--- src/sv/hsl_pkg.sv ---
// Shared constants, widths and beat types for the RGB-to-HSL pipeline.
// No dependencies; every other file imports this package.
package hsl_pkg;

    localparam int SAT_FRACTION_BITS = 12;
    localparam int HUE_FRACTION_BITS = 6;

    localparam int CH_W    = 8;
    localparam int HUE_W   = 15;
    localparam int SAT_W   = 13;
    localparam int LIGHT_W = 9;

    // Hue in degrees times delta, divided by 60, lands in 0..6*255.
    localparam int SECT_W = 11;

    // Full circle in hue units; a quotient at or above it wraps to 0.
    localparam int HUE_FULL = 360 << HUE_FRACTION_BITS;
    // 2 * 60 * 2^HUE_FRACTION_BITS: doubled for round-half-up.
    localparam int HUE_MUL  = 120 << HUE_FRACTION_BITS;

    localparam int HUE_QW = $clog2(HUE_FULL + 1);
    localparam int SAT_QW = SAT_FRACTION_BITS + 1;
    localparam int DIV_QW = (HUE_QW > SAT_QW) ? HUE_QW : SAT_QW;
    localparam int DEN_W  = 10;
    localparam int NUM_W  = DEN_W + DIV_QW;

    localparam int FRONT_LAT = 3;
    localparam int PIPE_LAT  = FRONT_LAT + DIV_QW + 1;

    typedef struct packed {
        logic               valid;
        logic               gray;
        logic [LIGHT_W-1:0] light;
    } hsl_side_t;

    typedef struct packed {
        logic [NUM_W-1:0]  rem;
        logic [DEN_W-1:0]  den;
        logic [DIV_QW-1:0] quo;
    } hsl_lane_t;

    typedef struct packed {
        hsl_side_t side;
        hsl_lane_t hue;
        hsl_lane_t sat;
    } hsl_beat_t;

endpackage

--- src/sv/hsl_front.sv ---
// Front end: max/min, sector, divider operands (three register stages).
// Depends on hsl_pkg.
module hsl_front (
    input  logic                        clk,
    input  logic                        rst_n,
    input  logic                        in_valid,
    input  logic [hsl_pkg::CH_W-1:0]    red,
    input  logic [hsl_pkg::CH_W-1:0]    green,
    input  logic [hsl_pkg::CH_W-1:0]    blue,
    output hsl_pkg::hsl_beat_t          beat_out
);
    import hsl_pkg::*;

    localparam logic [2:0] BASE_RED      = 3'd0;
    localparam logic [2:0] BASE_GREEN    = 3'd2;
    localparam logic [2:0] BASE_BLUE     = 3'd4;
    localparam logic [2:0] BASE_RED_WRAP = 3'd6;

    // ---- stage 1: extremes and sector ----
    logic                    s1_valid_reg;
    logic [CH_W-1:0]         s1_delta_reg, s1_delta_next;
    logic [LIGHT_W-1:0]      s1_sum_reg, s1_sum_next;
    logic signed [CH_W:0]    s1_diff_reg, s1_diff_next;
    logic [2:0]              s1_base_reg, s1_base_next;

    logic [CH_W-1:0] mx, mn;
    logic            r_max, g_max;

    always_comb
    begin
        r_max = (red >= green) && (red >= blue);
        g_max = !r_max && (green >= blue);
        mx = red;
        if (green > mx) mx = green;
        if (blue > mx)  mx = blue;
        mn = red;
        if (green < mn) mn = green;
        if (blue < mn)  mn = blue;
        s1_delta_next = mx - mn;
        s1_sum_next   = LIGHT_W'(mx) + LIGHT_W'(mn);
        if (r_max)
        begin
            s1_diff_next = $signed({1'b0, green}) - $signed({1'b0, blue});
            s1_base_next = s1_diff_next[CH_W] ? BASE_RED_WRAP : BASE_RED;
        end
        else if (g_max)
        begin
            s1_diff_next = $signed({1'b0, blue}) - $signed({1'b0, red});
            s1_base_next = BASE_GREEN;
        end
        else
        begin
            s1_diff_next = $signed({1'b0, red}) - $signed({1'b0, green});
            s1_base_next = BASE_BLUE;
        end
    end

    // ---- stage 2: sector value and saturation divisor ----
    logic                    s2_valid_reg;
    logic [SECT_W-1:0]       s2_sect_reg, s2_sect_next;
    logic [CH_W-1:0]         s2_delta_reg;
    logic [LIGHT_W-1:0]      s2_den_reg, s2_den_next;
    logic [LIGHT_W-1:0]      s2_sum_reg;
    logic                    s2_gray_reg;
    logic [SECT_W-1:0]       base_prod;

    always_comb
    begin
        base_prod   = SECT_W'(s1_base_reg) * SECT_W'(s1_delta_reg);
        s2_sect_next = base_prod + SECT_W'(s1_diff_reg);
        s2_den_next  = (s1_sum_reg <= LIGHT_W'(255)) ? s1_sum_reg
                                                     : LIGHT_W'(510) - s1_sum_reg;
    end

    // ---- stage 3: numerators and doubled divisors ----
    logic      s3_valid_reg;
    hsl_beat_t s3_reg, s3_next;

    always_comb
    begin
        s3_next            = '0;
        s3_next.side.gray  = s2_gray_reg;
        s3_next.side.light = s2_sum_reg;
        s3_next.hue.rem    = NUM_W'(s2_sect_reg) * NUM_W'(HUE_MUL) + NUM_W'(s2_delta_reg);
        s3_next.hue.den    = DEN_W'({s2_delta_reg, 1'b0});
        s3_next.sat.rem    = (NUM_W'(s2_delta_reg) << (SAT_FRACTION_BITS + 1))
                             + NUM_W'(s2_den_reg);
        s3_next.sat.den    = DEN_W'({s2_den_reg, 1'b0});
    end

    always_ff @(posedge clk or negedge rst_n)
    begin
        if (!rst_n)
        begin
            s1_valid_reg <= 1'b0;
            s2_valid_reg <= 1'b0;
            s3_valid_reg <= 1'b0;
        end
        else
        begin
            s1_valid_reg <= in_valid;
            s2_valid_reg <= s1_valid_reg;
            s3_valid_reg <= s2_valid_reg;
        end
    end

    always_ff @(posedge clk)
    begin
        s1_delta_reg <= s1_delta_next;
        s1_sum_reg   <= s1_sum_next;
        s1_diff_reg  <= s1_diff_next;
        s1_base_reg  <= s1_base_next;
        s2_sect_reg  <= s2_sect_next;
        s2_delta_reg <= s1_delta_reg;
        s2_den_reg   <= s2_den_next;
        s2_sum_reg   <= s1_sum_reg;
        s2_gray_reg  <= (s1_delta_reg == '0);
        s3_reg       <= s3_next;
    end

    always_comb
    begin
        beat_out            = s3_reg;
        beat_out.side.valid = s3_valid_reg;
    end

endmodule

--- src/sv/hsl_div_step.sv ---
// One registered restoring-division step, run on the hue and saturation lanes.
// Depends on hsl_pkg.
module hsl_div_step (
    input  logic               clk,
    input  logic               rst_n,
    input  hsl_pkg::hsl_beat_t beat_in,
    output hsl_pkg::hsl_beat_t beat_out
);
    import hsl_pkg::*;

    // Remainder stays below den << DIV_QW, so the shift never drops a set bit.
    function automatic hsl_lane_t lane_step(input hsl_lane_t l);
        logic [NUM_W-1:0] sub;
        logic             ge;
        logic [NUM_W-1:0] rem_new;
        hsl_lane_t        o;
        sub     = NUM_W'(l.den) << (DIV_QW - 1);
        ge      = (l.rem >= sub);
        rem_new = ge ? (l.rem - sub) : l.rem;
        o.rem   = rem_new << 1;
        o.den   = l.den;
        o.quo   = {l.quo[DIV_QW-2:0], ge};
        return o;
    endfunction

    logic      valid_reg;
    hsl_beat_t beat_reg, beat_next;

    always_comb
    begin
        beat_next      = beat_in;
        beat_next.hue  = lane_step(beat_in.hue);
        beat_next.sat  = lane_step(beat_in.sat);
    end

    always_ff @(posedge clk or negedge rst_n)
    begin
        if (!rst_n)
            valid_reg <= 1'b0;
        else
            valid_reg <= beat_in.side.valid;
    end

    always_ff @(posedge clk)
    begin
        beat_reg <= beat_next;
    end

    always_comb
    begin
        beat_out            = beat_reg;
        beat_out.side.valid = valid_reg;
    end

endmodule

--- src/sv/hsl_div_pipe.sv ---
// Chain of DIV_QW division steps; one quotient bit per stage per lane.
// Depends on hsl_pkg and hsl_div_step.
module hsl_div_pipe (
    input  logic               clk,
    input  logic               rst_n,
    input  hsl_pkg::hsl_beat_t beat_in,
    output hsl_pkg::hsl_beat_t beat_out
);
    import hsl_pkg::*;

    hsl_beat_t chain [DIV_QW+1];

    assign chain[0] = beat_in;

    for (genvar i = 0; i < DIV_QW; i++)
    begin : g_step
        hsl_div_step u_step (
            .clk      (clk),
            .rst_n    (rst_n),
            .beat_in  (chain[i]),
            .beat_out (chain[i+1])
        );
    end

    assign beat_out = chain[DIV_QW];

endmodule

--- src/sv/rgb_to_hsl_converter_top.sv ---
// Top level of the RGB-to-HSL converter: front end, divider pipe, output stage.
// Depends on hsl_pkg, hsl_front, hsl_div_pipe.
//
//  channel | handshake         | payload
//  --------+-------------------+-----------------------------------------
//  pixel   | start / busy      | red[7:0], green[7:0], blue[7:0]
//  result  | done (1-cycle)    | hue[14:0], saturation[12:0],
//          |                   | lightness_sum[8:0]
//
// One pixel per clock: busy is always low and a beat may be started every cycle.
// The path runs through the front end, the divider pipe, whose two restoring
// dividers retire one quotient bit a stage, and the output register.
// rst_n clears only the valid bits; in-flight beats are dropped.
// The receiver cannot stall: done pulses for exactly one cycle per beat.
module rgb_to_hsl_converter_top (
    input  logic                            clk,
    input  logic                            rst_n,
    input  logic                            start,
    output logic                            busy,
    input  logic [hsl_pkg::CH_W-1:0]        red,
    input  logic [hsl_pkg::CH_W-1:0]        green,
    input  logic [hsl_pkg::CH_W-1:0]        blue,
    output logic                            done,
    output logic [hsl_pkg::HUE_W-1:0]       hue,
    output logic [hsl_pkg::SAT_W-1:0]       saturation,
    output logic [hsl_pkg::LIGHT_W-1:0]     lightness_sum
);
    import hsl_pkg::*;

    hsl_beat_t front_beat;
    hsl_beat_t div_beat;

    // Pipeline never back-pressures.
    assign busy = 1'b0;

    hsl_front u_front (
        .clk      (clk),
        .rst_n    (rst_n),
        .in_valid (start && !busy),
        .red      (red),
        .green    (green),
        .blue     (blue),
        .beat_out (front_beat)
    );

    hsl_div_pipe u_div (
        .clk      (clk),
        .rst_n    (rst_n),
        .beat_in  (front_beat),
        .beat_out (div_beat)
    );

    // Output stage: gray override and hue wrap at full circle.
    logic               done_reg;
    logic [HUE_W-1:0]   hue_reg, hue_next;
    logic [SAT_W-1:0]   sat_reg, sat_next;
    logic [LIGHT_W-1:0] light_reg;

    always_comb
    begin
        if (div_beat.side.gray || (div_beat.hue.quo >= DIV_QW'(HUE_FULL)))
            hue_next = '0;
        else
            hue_next = HUE_W'(div_beat.hue.quo);
        sat_next = div_beat.side.gray ? '0 : SAT_W'(div_beat.sat.quo);
    end

    always_ff @(posedge clk or negedge rst_n)
    begin
        if (!rst_n)
            done_reg <= 1'b0;
        else
            done_reg <= div_beat.side.valid;
    end

    always_ff @(posedge clk)
    begin
        hue_reg   <= hue_next;
        sat_reg   <= sat_next;
        light_reg <= div_beat.side.light;
    end

    assign done          = done_reg;
    assign hue           = hue_reg;
    assign saturation    = sat_reg;
    assign lightness_sum = light_reg;

endmodule

--- config.mk ---
export PLATFORM = sky130hd
export DESIGN_NAME = rgb_to_hsl_converter_top
export DESIGN_NICKNAME = d
export VERILOG_FILES = /design/src/sv/hsl_pkg.sv /design/src/sv/hsl_front.sv /design/src/sv/hsl_div_step.sv /design/src/sv/hsl_div_pipe.sv /design/src/sv/rgb_to_hsl_converter_top.sv
export SDC_FILE = /design/constraint.sdc
export NUM_CORES = 2
export LEC_CHECK = 0
export BUFFER_PORTS_ARGS = -buffer_cell sky130_fd_sc_hd__buf_4
export CORE_ASPECT_RATIO = 1.2
export CORE_MARGIN = 2
export CORE_UTILIZATION = 60
export CTS_BUF_LIST = sky130_fd_sc_hd__clkbuf_4 sky130_fd_sc_hd__clkbuf_8
export DETAILED_ROUTE_END_ITERATION = 16
export HOLD_SLACK_MARGIN = 0.06
export MAX_ROUTING_LAYER = met4
export PLACE_DENSITY = 0.76
export SYNTH_ARGS = -nofsm -noshare
export SYNTH_HDL_FRONTEND = slang
export SYNTH_HIERARCHICAL = 1
export SYNTH_SLANG_ARGS = --single-unit
--- constraint.sdc ---
create_clock -name clk -period 9.39 [get_ports clk]
set_input_delay 0 -clock clk [delete_from_list [all_inputs] [get_ports clk]]
set_output_delay 0 -clock clk [all_outputs]
set_load 0.005 [all_outputs]
==> impl_metrics.tcl <==
set metrics [dict create \
    path_clk_slew_ns 0.07 \
    drt_wl_total_um 103200 \
    layout-drive-gt1-share_pct 15.38 \
    largest_reg_flops 1313 \
    grt_overflow 0 \
    worstPathRequired_ns 10.13 \
    final_util_pct 67.78 \
    final_cells 6226 \
    drc 0 \
    nFillCells 6475 \
    crit_path_max_fanout 14 \
    drt_pass1_iterations 8 \
    grt_max_degree 29 \
    die_area_um2 92990 \
    cts_tree "built" \
    busiest_layer "met2" \
    areaGrowthSynthToFinish_pct 11.63 \
    numPortBuffers 64 \
    dr.first_iter.drc_count 1447 \
    reg2regPathDepth 10 \
    cts_buffers 210 \
    use_met2_pct 45.36 \
    initial_utilization_pct 60.72 \
    htreeDepth 4 \
    finalCritPeriodShare_pct 69.27 \
    num_rows 120 \
    fmax_mhz 153.7 \
    grt_util_met1_pct 20.00 \
    worstPathArrival_ns 7.24 \
    start_kind "primary input" \
    avgSynthCellArea_um2 11.68 \
    core_um2 89490 \
    clockRootBuffer "clkbuf_8" \
    seq_area_um2 29560 \
    syn_area_um2 54330 \
    clk_path_buf_depth 3 \
    grt_antenna_before_repair 1 \
    maxSlewViolCount 0 \
    vias 33070 \
    fin_tns_setup_ns 0 \
    die_h_um 333.6 \
    tightestPinTransition_ns 1.264 \
    min_path_type "register to register" \
    synth_warnings 6 \
    dp_cells 5773 \
    path_depth 27 \
    worstHoldPathCells 0 \
    clock_latency_ns 0.84 \
    skew_ns 0.03601 \
    rsz0062_at_grt "no" \
    vias_per_cell 5.312 \
    synth_cells 4652 \
    status "completed" \
    finalHoldViolCount 0 \
    crit_path_end_kind "register" \
    worstSetupPathType "primary input to register" \
    max_stage_delay_ns 0.64 \
    period_needed_ns 6.504 \
    setup_viol 0 \
    grt_use_met3_pct 3.454 \
    slew_headroom_pct 15.57 \
    maxCapViolations 0 \
    crit_family "buffers and inverters" \
    io-pin-count 66 \
    cp_slowest_cell "a31o_1" \
    grt_pass1_vias 35290 \
    gp_congestion 0.9038 \
    final_nets 5370 \
    grt_pass1_wl_um 167000 \
    multi_input_area_um2 21890 \
    clock-sinks 1472 \
    cts-resized-gates 0 \
    antenna_left 0 \
    track_usage_pct 22.89 \
    dp_hpwl_um 77950 \
    cp_num_buf_inv 8 \
    die_w_um 278.7 \
    routedWlPerCell_um 16.58 \
]
-- layout make-up --
cell class	instances	share of cell area, %
diodes	2	0.008252
clock buffers	321	6.583
clock inverters	62	1.201
inverters	481	2.977
multi-input cells	2590	36.10
flip-flops and latches	1472	48.74
well taps	1159	2.391
repair buffers	139	2.001
-- layer usage --
layer	vias to the layer above	share of wire, %
li1	16530	-
met1	15570	36
met2	652	57
met3	315	2.7
met4	0	5.1
met5	-	0
-- cell usage in the layout (no fill, tap or decap), types with 75 or more instances in the layout --
| cell type | n |
|---|---|
| inv_1 | 481 |
| mux2i_1 | 110 |
| a21o_1 | 75 |
| xnor2_1 | 145 |
| nand2_1 | 139 |
| a21oi_1 | 250 |
| ha_1 | 389 |
| dfxtp_1 | 1453 |
| mux2_4 | 147 |
| nor2_1 | 207 |
| clkbuf_8 | 253 |
-- timing repair --
item                                   CTS  global route
buffers inserted                         0             0
hold buffers                            68             0
endpoints found under the hold margin   47             0
-- final timing paths --
check	slack, ns	end	start
worst min register to register	0.30	u_div/g_step[2].u_step/beat_out[100]	u_div/g_step[1].u_step/beat_out[100]
worst max register to register	5.93	u_front/beat_out[97]	u_front/s2_sect_reg[2]
max in group asynchronous	8.55	u_div/g_step[9].u_step/valid_reg	rst_n
worst max-delay path	2.89	u_front/s1_delta_reg[6]	red[7]
worst min-delay path	0.30	u_div/g_step[2].u_step/beat_out[100]	u_div/g_step[1].u_step/beat_out[100]
min in group asynchronous	0.35	u_div/g_step[11].u_step/valid_reg	rst_n
-- per-stage QoR --
stage                     worst slack (ns)  cell area, um^2  hold slack [ns]
after floorplan                      4.781            54430          -0.2956
after global placement               3.684            55250          -0.1236
after detailed placement             3.651            55250          -0.1239
after CTS                            2.985            60650           0.2652
after global routing                 2.603            60650           0.3098
final                                2.886            60650           0.2991
Power is left out: the tool's default activity adds up to more than one toggle a clock period on the data nets, which glitch-free logic cannot reach.
